File: src/design/button_click_classifier_unit_assert.svh
// ----------------------------------------------------------------------------
// Assertion macros for the button click classifier
// Clocked on clk_i, disabled while rst_ni is low.
// ----------------------------------------------------------------------------
`ifndef BUTTON_CLICK_CLASSIFIER_UNIT_ASSERT_SVH
`define BUTTON_CLICK_CLASSIFIER_UNIT_ASSERT_SVH

// condition must hold at every edge outside reset
`define BCC_ASSERT(lbl, cond, msg) \
  lbl: assert property (@(posedge clk_i) disable iff (!rst_ni) (cond)) else $error(msg);

// trigger at one edge implies consequence at the next
`define BCC_ASSERT_NEXT(lbl, trig, cons, msg) \
  lbl: assert property (@(posedge clk_i) disable iff (!rst_ni) (trig) |=> (cons)) \
    else $error(msg);

`endif

File: src/design/bcc_pkg.sv
// ----------------------------------------------------------------------------
// bcc_pkg
// Shared types and constants of the button click classifier.
// ----------------------------------------------------------------------------
package bcc_pkg;

  typedef enum logic [2:0] {
    EV_NONE   = 3'd0,
    EV_DOWN   = 3'd1,
    EV_UP     = 3'd2,
    EV_SINGLE = 3'd3,
    EV_DOUBLE = 3'd4,
    EV_LSTART = 3'd5,
    EV_LHOLD  = 3'd6
  } bcc_event_e;

  typedef enum logic [1:0] {
    CFG_ACTIVE_LEVEL = 2'd0,
    CFG_DEBOUNCE     = 2'd1,
    CFG_SHORT        = 2'd2,
    CFG_LONG         = 2'd3
  } bcc_cfg_idx_e;

  localparam int unsigned CfgDataW   = 16;
  localparam int unsigned TickW      = 16;
  localparam int unsigned RepeatW    = 4;
  localparam int unsigned DebounceW  = 3;

  localparam logic [RepeatW-1:0]   RepeatDouble     = 4'd2;
  localparam logic                 ActiveLevelRst   = 1'b0;
  localparam logic [DebounceW-1:0] DebounceTicksRst = 3'd3;
  localparam logic [TickW-1:0]     ShortTicksRst    = 16'd60;
  localparam logic [TickW-1:0]     LongTicksRst     = 16'd200;

  typedef struct packed {
    logic [2:0]         event_code;
    logic               press_down_fired;
    logic               press_up_fired;
    logic               press_repeat_fired;
    logic               single_click_fired;
    logic               double_click_fired;
    logic               long_start_fired;
    logic               long_hold_fired;
    logic [RepeatW-1:0] press_count;
  } bcc_result_t;

endpackage

File: src/design/bcc_if.sv
// ----------------------------------------------------------------------------
// bcc_if
// Valid/ready channels: raw pin samples in, classified results out.
// ----------------------------------------------------------------------------
interface bcc_in_if;
  logic valid;
  logic ready;
  logic pin_sample;

  modport source (output valid, output pin_sample, input ready);
  modport sink   (input valid, input pin_sample, output ready);
endinterface

interface bcc_out_if;
  logic       valid;
  logic       ready;
  logic [2:0] event_code;
  logic       press_down_fired;
  logic       press_up_fired;
  logic       press_repeat_fired;
  logic       single_click_fired;
  logic       double_click_fired;
  logic       long_start_fired;
  logic       long_hold_fired;
  logic [3:0] press_count;

  modport source (
    output valid, output event_code, output press_down_fired, output press_up_fired,
    output press_repeat_fired, output single_click_fired, output double_click_fired,
    output long_start_fired, output long_hold_fired, output press_count,
    input ready
  );
  modport sink (
    input valid, input event_code, input press_down_fired, input press_up_fired,
    input press_repeat_fired, input single_click_fired, input double_click_fired,
    input long_start_fired, input long_hold_fired, input press_count,
    output ready
  );
endinterface

File: src/design/bcc_debounce.sv
// ----------------------------------------------------------------------------
// bcc_debounce
// Accepts a new pin level after enough consecutive differing samples.
// ----------------------------------------------------------------------------
module bcc_debounce (
  input  logic                           clk_i,
  input  logic                           rst_ni,
  input  logic                           en_i,
  input  logic                           pin_i,
  input  logic [bcc_pkg::DebounceW-1:0]  deb_ticks_i,
  output logic                           stable_d_o
);

  logic                          stable_q, stable_d;
  logic [bcc_pkg::DebounceW-1:0] cnt_q, cnt_d, cnt_inc;

  assign cnt_inc = cnt_q + 3'd1;

  always_comb begin
    stable_d = stable_q;
    cnt_d    = '0;
    if (pin_i != stable_q) begin
      cnt_d = cnt_inc;
      if (cnt_inc >= deb_ticks_i) begin
        stable_d = pin_i;
        cnt_d    = '0;
      end
    end
  end

  // stable level resets to the inverse of the reset active level
  always_ff @(posedge clk_i or negedge rst_ni) begin
    if (!rst_ni) begin
      stable_q <= ~bcc_pkg::ActiveLevelRst;
      cnt_q    <= '0;
    end else if (en_i) begin
      stable_q <= stable_d;
      cnt_q    <= cnt_d;
    end
  end

  assign stable_d_o = stable_d;

endmodule

File: src/design/bcc_fsm.sv
// ----------------------------------------------------------------------------
// bcc_fsm
// Click / double click / long press state machine on the debounced level.
// ----------------------------------------------------------------------------
module bcc_fsm (
  input  logic                       clk_i,
  input  logic                       rst_ni,
  input  logic                       en_i,
  input  logic                       stable_i,
  input  logic                       active_level_i,
  input  logic [bcc_pkg::TickW-1:0]  short_ticks_i,
  input  logic [bcc_pkg::TickW-1:0]  long_ticks_i,
  output bcc_pkg::bcc_result_t       res_o
);

  typedef enum logic [2:0] {
    ST_IDLE    = 3'd0,
    ST_PRESSED = 3'd1,
    ST_WAIT    = 3'd2,
    ST_REPRESS = 3'd3,
    ST_LONG    = 3'd5
  } state_e;

  state_e                        state_q, state_d;
  logic [bcc_pkg::TickW-1:0]     tick_q, tick_d;
  logic [bcc_pkg::RepeatW-1:0]   rep_q, rep_d;
  bcc_pkg::bcc_event_e           ev_q, ev_d;
  logic                          active;
  logic f_down, f_up, f_rep, f_single, f_double, f_lstart, f_lhold;

  assign active = (stable_i == active_level_i);

  always_comb begin
    state_d  = state_q;
    tick_d   = (state_q != ST_IDLE) ? tick_q + 16'd1 : tick_q;
    rep_d    = rep_q;
    ev_d     = ev_q;
    f_down   = 1'b0;
    f_up     = 1'b0;
    f_rep    = 1'b0;
    f_single = 1'b0;
    f_double = 1'b0;
    f_lstart = 1'b0;
    f_lhold  = 1'b0;
    case (state_q)
      ST_IDLE: begin
        if (active) begin
          ev_d    = bcc_pkg::EV_DOWN;
          f_down  = 1'b1;
          tick_d  = '0;
          rep_d   = 4'd1;
          state_d = ST_PRESSED;
        end else begin
          ev_d = bcc_pkg::EV_NONE;
        end
      end
      ST_PRESSED: begin
        if (!active) begin
          ev_d    = bcc_pkg::EV_UP;
          f_up    = 1'b1;
          tick_d  = '0;
          state_d = ST_WAIT;
        end else if (tick_d > long_ticks_i) begin
          ev_d     = bcc_pkg::EV_LSTART;
          f_lstart = 1'b1;
          state_d  = ST_LONG;
        end
      end
      ST_WAIT: begin
        if (active) begin
          ev_d     = bcc_pkg::EV_DOWN;
          f_down   = 1'b1;
          rep_d    = rep_q + 4'd1;
          f_double = (rep_d == bcc_pkg::RepeatDouble);
          f_rep    = 1'b1;
          tick_d   = '0;
          state_d  = ST_REPRESS;
        end else if (tick_d > short_ticks_i) begin
          // timeout: a double only updates the code, no flag
          if (rep_q == 4'd1) begin
            ev_d     = bcc_pkg::EV_SINGLE;
            f_single = 1'b1;
          end else if (rep_q == bcc_pkg::RepeatDouble) begin
            ev_d = bcc_pkg::EV_DOUBLE;
          end
          state_d = ST_IDLE;
        end
      end
      ST_REPRESS: begin
        if (!active) begin
          ev_d = bcc_pkg::EV_UP;
          f_up = 1'b1;
          if (tick_d < short_ticks_i) begin
            tick_d  = '0;
            state_d = ST_WAIT;
          end else begin
            state_d = ST_IDLE;
          end
        end
      end
      ST_LONG: begin
        if (active) begin
          ev_d    = bcc_pkg::EV_LHOLD;
          f_lhold = 1'b1;
        end else begin
          ev_d    = bcc_pkg::EV_UP;
          f_up    = 1'b1;
          state_d = ST_IDLE;
        end
      end
      default: ;
    endcase
  end

  always_ff @(posedge clk_i or negedge rst_ni) begin
    if (!rst_ni) begin
      state_q <= ST_IDLE;
      tick_q  <= '0;
      rep_q   <= '0;
      ev_q    <= bcc_pkg::EV_NONE;
    end else if (en_i) begin
      state_q <= state_d;
      tick_q  <= tick_d;
      rep_q   <= rep_d;
      ev_q    <= ev_d;
    end
  end

  always_comb begin
    res_o.event_code         = ev_d;
    res_o.press_down_fired   = f_down;
    res_o.press_up_fired     = f_up;
    res_o.press_repeat_fired = f_rep;
    res_o.single_click_fired = f_single;
    res_o.double_click_fired = f_double;
    res_o.long_start_fired   = f_lstart;
    res_o.long_hold_fired    = f_lhold;
    res_o.press_count        = rep_d;
  end

endmodule

File: src/design/button_click_classifier_unit.sv
// Result path: an input transfer fills the input register; the debounce and click
//   state then update together into the result register once it is free or drained.
// Throughput: one tick per cycle unless the result register is stalled.
// Reset: asynchronous, active low; state machine idle, counters zero, stable level
//   inactive, configuration back to its defaults, both channel registers empty.
// ----------------------------------------------------------------------------
// button_click_classifier_unit
// Debounced button classifier: press, release, single, double and long press.
// ----------------------------------------------------------------------------
`include "button_click_classifier_unit_assert.svh"

module button_click_classifier_unit (
  input  logic                            clk_i,
  input  logic                            rst_ni,
  bcc_in_if.sink                          in_if,
  bcc_out_if.source                       out_if,
  input  logic                            cfg_we_i,
  input  logic [1:0]                      cfg_idx_i,
  input  logic [bcc_pkg::CfgDataW-1:0]    cfg_wdata_i
);

  logic                           active_level_q;
  logic [bcc_pkg::DebounceW-1:0]  deb_ticks_q;
  logic [bcc_pkg::TickW-1:0]      short_ticks_q;
  logic [bcc_pkg::TickW-1:0]      long_ticks_q;

  logic                  in_vld_q, pin_q;
  logic                  out_vld_q;
  bcc_pkg::bcc_result_t  res_q, res_d;
  logic                  adv, in_xfer, stable_d;
  logic                  flags_ok, double_ok, down_ok;

  // configuration
  always_ff @(posedge clk_i or negedge rst_ni) begin
    if (!rst_ni) begin
      active_level_q <= bcc_pkg::ActiveLevelRst;
      deb_ticks_q    <= bcc_pkg::DebounceTicksRst;
      short_ticks_q  <= bcc_pkg::ShortTicksRst;
      long_ticks_q   <= bcc_pkg::LongTicksRst;
    end else if (cfg_we_i) begin
      case (bcc_pkg::bcc_cfg_idx_e'(cfg_idx_i))
        bcc_pkg::CFG_ACTIVE_LEVEL: active_level_q <= cfg_wdata_i[0];
        bcc_pkg::CFG_DEBOUNCE:     deb_ticks_q    <= cfg_wdata_i[bcc_pkg::DebounceW-1:0];
        bcc_pkg::CFG_SHORT:        short_ticks_q  <= cfg_wdata_i;
        bcc_pkg::CFG_LONG:         long_ticks_q   <= cfg_wdata_i;
        default: ;
      endcase
    end
  end

  // stage advances when the result register is free or being drained
  assign adv          = in_vld_q && (!out_vld_q || out_if.ready);
  assign in_if.ready  = !in_vld_q || adv;
  assign in_xfer      = in_if.valid && in_if.ready;

  always_ff @(posedge clk_i or negedge rst_ni) begin
    if (!rst_ni) begin
      in_vld_q  <= 1'b0;
      out_vld_q <= 1'b0;
    end else begin
      if (in_xfer) begin
        in_vld_q <= 1'b1;
      end else if (adv) begin
        in_vld_q <= 1'b0;
      end
      if (adv) begin
        out_vld_q <= 1'b1;
      end else if (out_if.ready) begin
        out_vld_q <= 1'b0;
      end
    end
  end

  always_ff @(posedge clk_i) begin
    if (in_xfer) begin
      pin_q <= in_if.pin_sample;
    end
    if (adv) begin
      res_q <= res_d;
    end
  end

  bcc_debounce u_debounce (
    .clk_i       (clk_i),
    .rst_ni      (rst_ni),
    .en_i        (adv),
    .pin_i       (pin_q),
    .deb_ticks_i (deb_ticks_q),
    .stable_d_o  (stable_d)
  );

  bcc_fsm u_fsm (
    .clk_i          (clk_i),
    .rst_ni         (rst_ni),
    .en_i           (adv),
    .stable_i       (stable_d),
    .active_level_i (active_level_q),
    .short_ticks_i  (short_ticks_q),
    .long_ticks_i   (long_ticks_q),
    .res_o          (res_d)
  );

  assign out_if.valid              = out_vld_q;
  assign out_if.event_code         = res_q.event_code;
  assign out_if.press_down_fired   = res_q.press_down_fired;
  assign out_if.press_up_fired     = res_q.press_up_fired;
  assign out_if.press_repeat_fired = res_q.press_repeat_fired;
  assign out_if.single_click_fired = res_q.single_click_fired;
  assign out_if.double_click_fired = res_q.double_click_fired;
  assign out_if.long_start_fired   = res_q.long_start_fired;
  assign out_if.long_hold_fired    = res_q.long_hold_fired;
  assign out_if.press_count        = res_q.press_count;

  assign flags_ok  = $onehot0({res_q.press_down_fired, res_q.press_up_fired,
                               res_q.single_click_fired, res_q.long_start_fired,
                               res_q.long_hold_fired});
  assign double_ok = !res_q.double_click_fired ||
                     (res_q.press_down_fired && res_q.press_repeat_fired &&
                      res_q.press_count == bcc_pkg::RepeatDouble);
  assign down_ok   = !res_q.press_down_fired || res_q.event_code == bcc_pkg::EV_DOWN;

  `BCC_ASSERT(a_flags_exclusive, !out_vld_q || flags_ok, "conflicting event flags")
  `BCC_ASSERT(a_double_on_press, !out_vld_q || double_ok, "double click without second press")
  `BCC_ASSERT(a_down_code, !out_vld_q || down_ok, "press down flag with wrong event code")
  `BCC_ASSERT_NEXT(a_stage_holds, in_vld_q && out_vld_q && !out_if.ready, in_vld_q, "pending tick dropped while result stalled")

endmodule
File: src/flat_wrapper.sv
// flat-port wrapper written by rule: the top's interface ports become plain ports
module button_click_classifier_unit_flat 
  (clk_i, rst_ni, cfg_we_i, cfg_idx_i, cfg_wdata_i, in_if_valid, in_if_pin_sample, in_if_ready, out_if_valid, out_if_event_code, out_if_press_down_fired, out_if_press_up_fired, out_if_press_repeat_fired, out_if_single_click_fired, out_if_double_click_fired, out_if_long_start_fired, out_if_long_hold_fired, out_if_press_count, out_if_ready);
  bcc_in_if in_if_i ();
  bcc_out_if out_if_i ();
  input  logic clk_i;
  input  logic rst_ni;
  input  logic cfg_we_i;
  input  logic [1:0] cfg_idx_i;
  input  logic [bcc_pkg::CfgDataW-1:0] cfg_wdata_i;
  input wire logic [$bits(in_if_i.valid)-1:0] in_if_valid;
  input wire logic [$bits(in_if_i.pin_sample)-1:0] in_if_pin_sample;
  output wire logic [$bits(in_if_i.ready)-1:0] in_if_ready;
  output wire logic [$bits(out_if_i.valid)-1:0] out_if_valid;
  output wire logic [$bits(out_if_i.event_code)-1:0] out_if_event_code;
  output wire logic [$bits(out_if_i.press_down_fired)-1:0] out_if_press_down_fired;
  output wire logic [$bits(out_if_i.press_up_fired)-1:0] out_if_press_up_fired;
  output wire logic [$bits(out_if_i.press_repeat_fired)-1:0] out_if_press_repeat_fired;
  output wire logic [$bits(out_if_i.single_click_fired)-1:0] out_if_single_click_fired;
  output wire logic [$bits(out_if_i.double_click_fired)-1:0] out_if_double_click_fired;
  output wire logic [$bits(out_if_i.long_start_fired)-1:0] out_if_long_start_fired;
  output wire logic [$bits(out_if_i.long_hold_fired)-1:0] out_if_long_hold_fired;
  output wire logic [$bits(out_if_i.press_count)-1:0] out_if_press_count;
  input wire logic [$bits(out_if_i.ready)-1:0] out_if_ready;
  assign in_if_i.valid = in_if_valid;
  assign in_if_i.pin_sample = in_if_pin_sample;
  assign in_if_ready = in_if_i.ready;
  assign out_if_valid = out_if_i.valid;
  assign out_if_event_code = out_if_i.event_code;
  assign out_if_press_down_fired = out_if_i.press_down_fired;
  assign out_if_press_up_fired = out_if_i.press_up_fired;
  assign out_if_press_repeat_fired = out_if_i.press_repeat_fired;
  assign out_if_single_click_fired = out_if_i.single_click_fired;
  assign out_if_double_click_fired = out_if_i.double_click_fired;
  assign out_if_long_start_fired = out_if_i.long_start_fired;
  assign out_if_long_hold_fired = out_if_i.long_hold_fired;
  assign out_if_press_count = out_if_i.press_count;
  assign out_if_i.ready = out_if_ready;
  button_click_classifier_unit u_core (.clk_i(clk_i), .rst_ni(rst_ni), .in_if(in_if_i), .out_if(out_if_i), .cfg_we_i(cfg_we_i), .cfg_idx_i(cfg_idx_i), .cfg_wdata_i(cfg_wdata_i));
endmodule
File: config.mk
export PLATFORM = sky130hd
export DESIGN_NAME = button_click_classifier_unit_flat
export DESIGN_NICKNAME = d
export VERILOG_FILES = /design/src/design/bcc_pkg.sv /design/src/design/bcc_if.sv /design/src/design/bcc_debounce.sv /design/src/design/bcc_fsm.sv /design/src/design/button_click_classifier_unit.sv /design/src/flat_wrapper.sv
export VERILOG_INCLUDE_DIRS = /design/src /design/src/design
export SDC_FILE = /design/constraint.sdc
export NUM_CORES = 1
export LEC_CHECK = 0
export BUFFER_PORTS_ARGS = -buffer_cell sky130_fd_sc_hd__buf_2
export CORE_AREA = 10 10 123 125
export DETAILED_ROUTE_END_ITERATION = 8
export DIE_AREA = 0 0 133 135
export GPL_TIMING_DRIVEN = 1
export SETUP_SLACK_MARGIN = 0.4
export SLEW_MARGIN = 20
export SYNTH_ARGS = -nofsm -noshare
export SYNTH_HDL_FRONTEND = slang
export SYNTH_SLANG_ARGS = --single-unit
File: constraint.sdc
create_clock -name clk_i -period 4.3 [get_ports clk_i]
set_input_delay 0.645 -clock clk_i [delete_from_list [all_inputs] [get_ports clk_i]]
set_output_delay 0.645 -clock clk_i [all_outputs]
set_load 0.05 [all_outputs]
---- After elaboration in Yosys (flattened, before gate mapping) ----
Index checks and enable logic that the tools add are counted.
cells by class
  add/subtract/negate cells ............... 3
  multipliers ............................. 0
  divide/modulo/power cells ............... 0
  magnitude comparators ................... 4
  eq/ne operators ......................... 17
  shift operators ......................... 0
  mux-type cells .......................... 40
  bitwise logic cells ..................... 2
  reductions and logical operators ........ 22
operators with widths
  cell                                                                    count
  16-bit two-way mux                                                      5
  3-bit two-way mux                                                       17
  16-bit one-hot mux with 3 select lines                                  1
  16-bit greater-than comparator                                          2
  3-bit one-hot mux with 5 select lines                                   2
  16-bit by 1-bit adder with 16-bit output (second input constant)        1
  16-bit < comparator                                                     1
  2-bit AND reduction                                                     6
  1-bit two-way mux                                                       11
  4-bit by 2-bit equality test with 1-bit output (second input constant)  2
  4-bit two-way mux                                                       2
  4-bit one-hot mux with 2 select lines                                   1
  7-bit AND reduction                                                     1
  3-bit by 2-bit equality test with 1-bit output (second input constant)  2
  2-bit != test (second input constant)                                   3
  3-bit != test (second input constant)                                   2
  3-bit OR reduction                                                      2
  5-bit nonzero test                                                      1
  4-bit by 1-bit adder with 4-bit output (second input constant)          1
  2-bit equality test (second input constant)                             2
  4-bit by 1-bit equality test with 1-bit output (second input constant)  1
  2-bit nonzero test                                                      2
  3-bit by 1-bit adder with 3-bit output (second input constant)          1
  3-bit by 1-bit equality test with 1-bit output (second input constant)  1
  other kinds (14)                                                        18
word-level totals
  flip-flop bits (word level) ............. 83
  latch bits .............................. 0
  RAM bits ................................ 0
  bits in read-only memories .............. 0
  input port bits ......................... 24
  output and inout bits ................... 16
  word-level logic and storage cells ...... 110
  memories kept ........................... 0

---- Longest topological paths before layout ----
  depth after elaboration ................. 7
  mapped depth ............................ 17
  gate-level depth less buffers ........... 15

---- By module ----
Synthesis repeated with hierarchy kept, for this count alone.
unflattened totals
  cell total of the unflattened synthesis .. 483
  area, all modules ....................... 5111.2 um^2
by module, submodules not included
  module                        times used  cells each  area an instance (um^2)  seq. area each (um^2)
  bcc_fsm                       1           353         2811.4                   650.6
  button_click_classifier_unit  1           101         2006.9                   1412.6
  bcc_debounce                  1           29          292.8                    101.3

---- Worst setup path before layout ----
No wires, ideal clock.
  kind .................................... reg2reg
  start ................................... register u_core.u_fsm.state_q[0]
  end ..................................... register u_core.res_q (netlist bit u_core.out_if.event_code[2]) (data pin)
  library setup time ...................... 261 ps
  arrival time ............................ 3408 ps
  required time ........................... 4039 ps
  path slack .............................. 631 ps
  stages on the path, launching flop included .. 17
  path buffers ............................ 2
  clock period less this slack ............ 3669 ps
  cells stage by stage .................... dfrtp_1 buf_4 or3_1 buf_2 nand4_2 nor3_2 and3_1 and3_1 xor2_1 ha_1 nand4_1 or4_4 a21oi_2 nand4bb_4 or2b_1 nand3b_1 a31oi_1
RTL lines
  item                      line                                text
  start: declaration        bcc_fsm.sv:24                       state_e state_q, state_d;
  start signal: assignment  bcc_fsm.sv:122                      state_q <= state_d;
  end signal: assignment    button_click_classifier_unit.sv:79  res_q <= res_d;
  end: declaration          button_click_classifier_unit.sv:29  bcc_pkg::bcc_result_t res_q, res_d;

---- Worst setup path after layout ----
  start ................................... register u_core.u_fsm.state_q[2]
  end ..................................... register u_core.u_fsm.tick_q[3] (netlist bit)
between the ends
  word-level cells in the longest chain between the ends .. 6
  elaborated cells on any way between the ends .. 13
  classes of those cells .................. order compare: 1; eq/ne: 3; mux: 6; reduce/logical: 3
RTL lines
  item                                        line            text
  3-bit nonzero test                          bcc_fsm.sv:35   tick_d = (state_q != ST_IDLE) ? tick_q + 16'd1 : tick_q;
  16-bit two-way mux                          bcc_fsm.sv:35
  16-bit < comparator                         bcc_fsm.sv:93   if (tick_d < short_ticks_i) begin
  16-bit two-way mux                          bcc_fsm.sv:93
  16-bit two-way mux                          bcc_fsm.sv:90   if (!active) begin
  16-bit one-hot mux with 3 select lines (*)  bcc_fsm.sv:45   case (state_q)
  end signal: assignment                      bcc_fsm.sv:123  tick_q <= tick_d;
  end: declaration                            bcc_fsm.sv:25   logic [bcc_pkg::TickW-1:0] tick_q, tick_d;
Every way passes the cells marked *; elsewhere a longest branch is shown, timed or not.
A chain may end at the register's enable or synchronous reset.

==> results.md <==
- WL per Instance: 15.4 um
- Worst-path cell chain: or3_4 -> nand4_4 -> nor3_2 -> buf_4 -> nand3_1 -> xor2_1 -> inv_1 -> ha_1 -> nand4_1 -> or4_4 -> a21oi_4 -> nand4bb_4 -> o311ai_4 -> buf_4 -> nor2_4 -> buf_12 -> a22o_1
- Maximum vdd drop: 190 uV
- CP most frequent cell: buf_4
- Slowest library cell on the worst path: or4_4
- CP Capture Type: flip-flop
- FF-to-FF Start: u_core.u_fsm.state_q[2]$_DFFE_PN0P_
- Global route overflow: 0
- Final period util: 88.0%
- Fin worst setup slack: 0.518 ns
- Number of synthesized register bits: 83
- Met2 GRT Util: 21.2%
- Largest net degree at the start of global routing: 45
- Hpwl dp: 8220 um
- Clock tree root buffer cell: clkbuf_16
- I/O pins: 40
- # setup viols final: 0
- All-Layer GR Usage: 12.4%
- Distinct cell type count after synthesis: 59
- Req. time, crit path: 4.58 ns
- Final worst path period need: 3.78 ns
- Initial Util: 39.5%
- Fin util: 45.9%
- P per Cell Area: 535 nW/um^2
- Status: completed
- Fmax: 264 MHz
- Post-synth top flop: dfrtp_1
- DRT antenna net count: 0
- Max Slew Vio Count: 0
- Data arrival, critical path: 4.06 ns
- Ratio of cells with drive above 1 in the final layout: 24.4%
- CTS max path bufs: 2
- First DRT Iteration DRCs: 245
- Filler Cells Inserted: 1188
- Critical Path Source: u_core.u_fsm.state_q[2]$_DFFE_PN0P_
- Mapped cell area: 4970 um^2
- Dpl ws: 0.265 ns
- GP Congestion: 0.844
- Initial antenna violation count: 0
- Maxcap violations: 0
- Ant. Diodes: 0
- 1st-pass router iterations: 4
- GRT busiest layer: met2
- Clk_skew: 0.00695 ns
- Reg-to-reg endpoint: u_core.u_fsm.tick_q[3]$_DFFE_PN0P_
- FF-to-FF path depth: 17
- Crit start category: flip-flop
- Fin nets: 607
- # DRC: 0
- Critical path's top delay family: simple AND/OR/NAND/NOR gates
- Sinks on Clock Net: 83
- Ys async rst share: 81.9%
- CTS HTree Levels: 3
- Final Hold Violating Endpoints: 0
- Tightest Hold Check Type: input port to asynchronous set/reset pin
- Number of global-route vias before repair: 3780
- Crit Path Class: flip-flop to flip-flop
- Global-route wire length before repair: 18300 um
- # rows: 41
- GRT met1 Usage: 14.9%
- Post-route insts no fill: 718
- Critical path depth: 17
- Synth Instances: 488
- R2r setup slk: 0.52 ns
- Clk slew on worst S/H paths: 0.06 ns
- Post-synthesis sequential area ratio: 43.6%
- Cells after DPL: 691
- Crit-path max FO: 11
- Die width: 133 um
- Worst-Margin Slew: 0.982 ns
- Final wirelength: 11100 um
- Setup_tns: 0 ns
- Die Area: 18000 um^2
- EDFF count, synth: 15
- Yosys synthesis warning count: 0
- Avg Inst Size Synth: 10.2 um^2
- Syn Nets: 554
- Area Growth Syn to Fin: 16.0%
- DR vias: 3734
- Core footprint: 12600 um^2
- Drt via density: 5.20
- # port buffers: 39
- Met3 GRT Util: 1.78%
- Die height: 135 um
- CTS hold repair buffers: 0
- Worst path bufs/invs: 4
- RSZ-0062 raised after global routing: no
- Skew-Pair Late Insertion Delay: 0.34 ns
- TritonCTS clock tree: yes
- Crit path capture: u_core.u_fsm.tick_q[3]$_DFFE_PN0P_
- P_leak: 2.70 nW
- Clock buffer count from CTS: 9
- CP max stage delay: 0.59 ns
- Slew margin rel.: 34.3%
kinds of logic (layout without fill, tap and decap cells):
logic type | Yosys count | count (layout) | share of synthesized area [%]
adder cells (fa/ha/maj) | 42 | 42 | 10.6
AO/OA/AOI/OAI | 100 | 100 | 13.4
multiplexers | 38 | 38 | 8.56
AND/OR/NAND/NOR | 148 | 148 | 15.8
flip-flops | 83 | 83 | 43.6
buffers and inverters | 59 | 117 | 4.93
XOR/XNOR | 18 | 18 | 3.17
layout make-up:
| class | count | area (um^2) | share of cell area (%) |
|---|---|---|---|
| Clock buffer | 12 | 236 | 4.10 |
| Clock inverter | 4 | 17.5 | 0.304 |
| Inverter | 44 | 165 | 2.87 |
| Multi-Input combinational cell | 346 | 2600 | 45.1 |
| Sequential cell | 83 | 2170 | 37.6 |
| Tap cell | 172 | 215 | 3.73 |
| Timing Repair Buffer | 57 | 363 | 6.29 |
power by group:
part	internal, mW	switching [mW]	leakage (nW)
clock	0.386	0.298	0.125
sequential	0.998	0.115	0.955
combinational	0.495	0.794	1.62
layout by cell type (no fill, tap or decap), types with 3 or more instances in the layout:
cell	instances
nand2b_1	10
nand2_1	45
a31oi_1	5
clkinv_1	3
xor2_1	12
ha_1	41
xnor2_1	6
o21ai_1	9
nand3b_1	5
buf_2	39
nor2b_1	8
a22o_1	17
nor2_1	25
nor3_1	10
nand3_1	13
buf_4	16
a21o_1	3
mux2_2	36
clkbuf_16	9
dfstp_2	10
and3_1	4
edfxtp_1	15
inv_1	42
nand4_1	7
o31ai_1	3
dfrtp_1	56
o21ai_0	23
clkbuf_1	3
a21oi_1	20
o211ai_1	4
per-stage QoR:
step	hold slack (ns)	power, mW	cell area [um^2]
floorplan	0.349	2.02	4970
global placement	0.471	2.25	5350
detailed placement	0.488	2.29	5350
CTS	0.473	3.06	5660
global route	0.341	3.30	5760
finish	0.288	3.08	5760
repair_timing:
action	CTS	global route
resized for setup	1	13
setup buffers	5	5
endpoints found under the setup margin	14	24
pin swaps	2	6
synth_stat cells (8+ instances only):
| master | n | area, um^2 |
|---|---|---|
| a21oi_1 | 21 | 105 |
| a22o_1 | 17 | 149 |
| clkbuf_1 | 10 | 37.5 |
| dfrtp_1 | 58 | 1450 |
| dfstp_2 | 10 | 263 |
| edfxtp_1 | 15 | 450 |
| ha_1 | 42 | 526 |
| inv_1 | 42 | 158 |
| mux2_2 | 36 | 405 |
| nand2_1 | 45 | 169 |
| nand2b_1 | 10 | 62.6 |
| nand3_1 | 13 | 65.1 |
| nor2_1 | 26 | 97.6 |
| nor2b_1 | 8 | 50.1 |
| nor3_1 | 10 | 50.1 |
| o21ai_0 | 25 | 125 |
| xor2_1 | 12 | 105 |
layer usage:
metal / up-vias / wire length, um
li1: 1846 / -
met4: 0 / 170
met2: 56 / 5590
met1: 1821 / 4890
met3: 11 / 398
met5: - / 0
worst min-delay path by stage:
stage,startpoint,endpoint,slack (ns),cells past startpoint
after floorplan,rst_ni,u_core.active_level_q$_DFFE_PN0P_,0.35,0
after global placement,u_core.u_debounce.cnt_q[1]$_DFFE_PN0P_,u_core.u_debounce.cnt_q[1]$_DFFE_PN0P_,0.47,2
after detailed placement,u_core.u_debounce.cnt_q[1]$_DFFE_PN0P_,u_core.u_debounce.cnt_q[1]$_DFFE_PN0P_,0.49,2
after CTS,in_if_pin_sample,u_core.pin_q$_DFFE_PP_,0.47,1
after global routing,rst_ni,u_core.long_ticks_q[5]$_DFFE_PN0P_,0.34,1
final,rst_ni,u_core.u_fsm.tick_q[5]$_DFFE_PN0P_,0.29,1
sequential cells by signal, indices dropped and copies added (netlist names), 4 cells and up:
signal,cells
u_core.u_fsm.rep_q,4
u_core.short_ticks_q,16
u_core.long_ticks_q,16
u_core.u_fsm.tick_q,16
u_core.out_if.press_count,4
No activity file was read; power rests on OpenSTA's default activity.
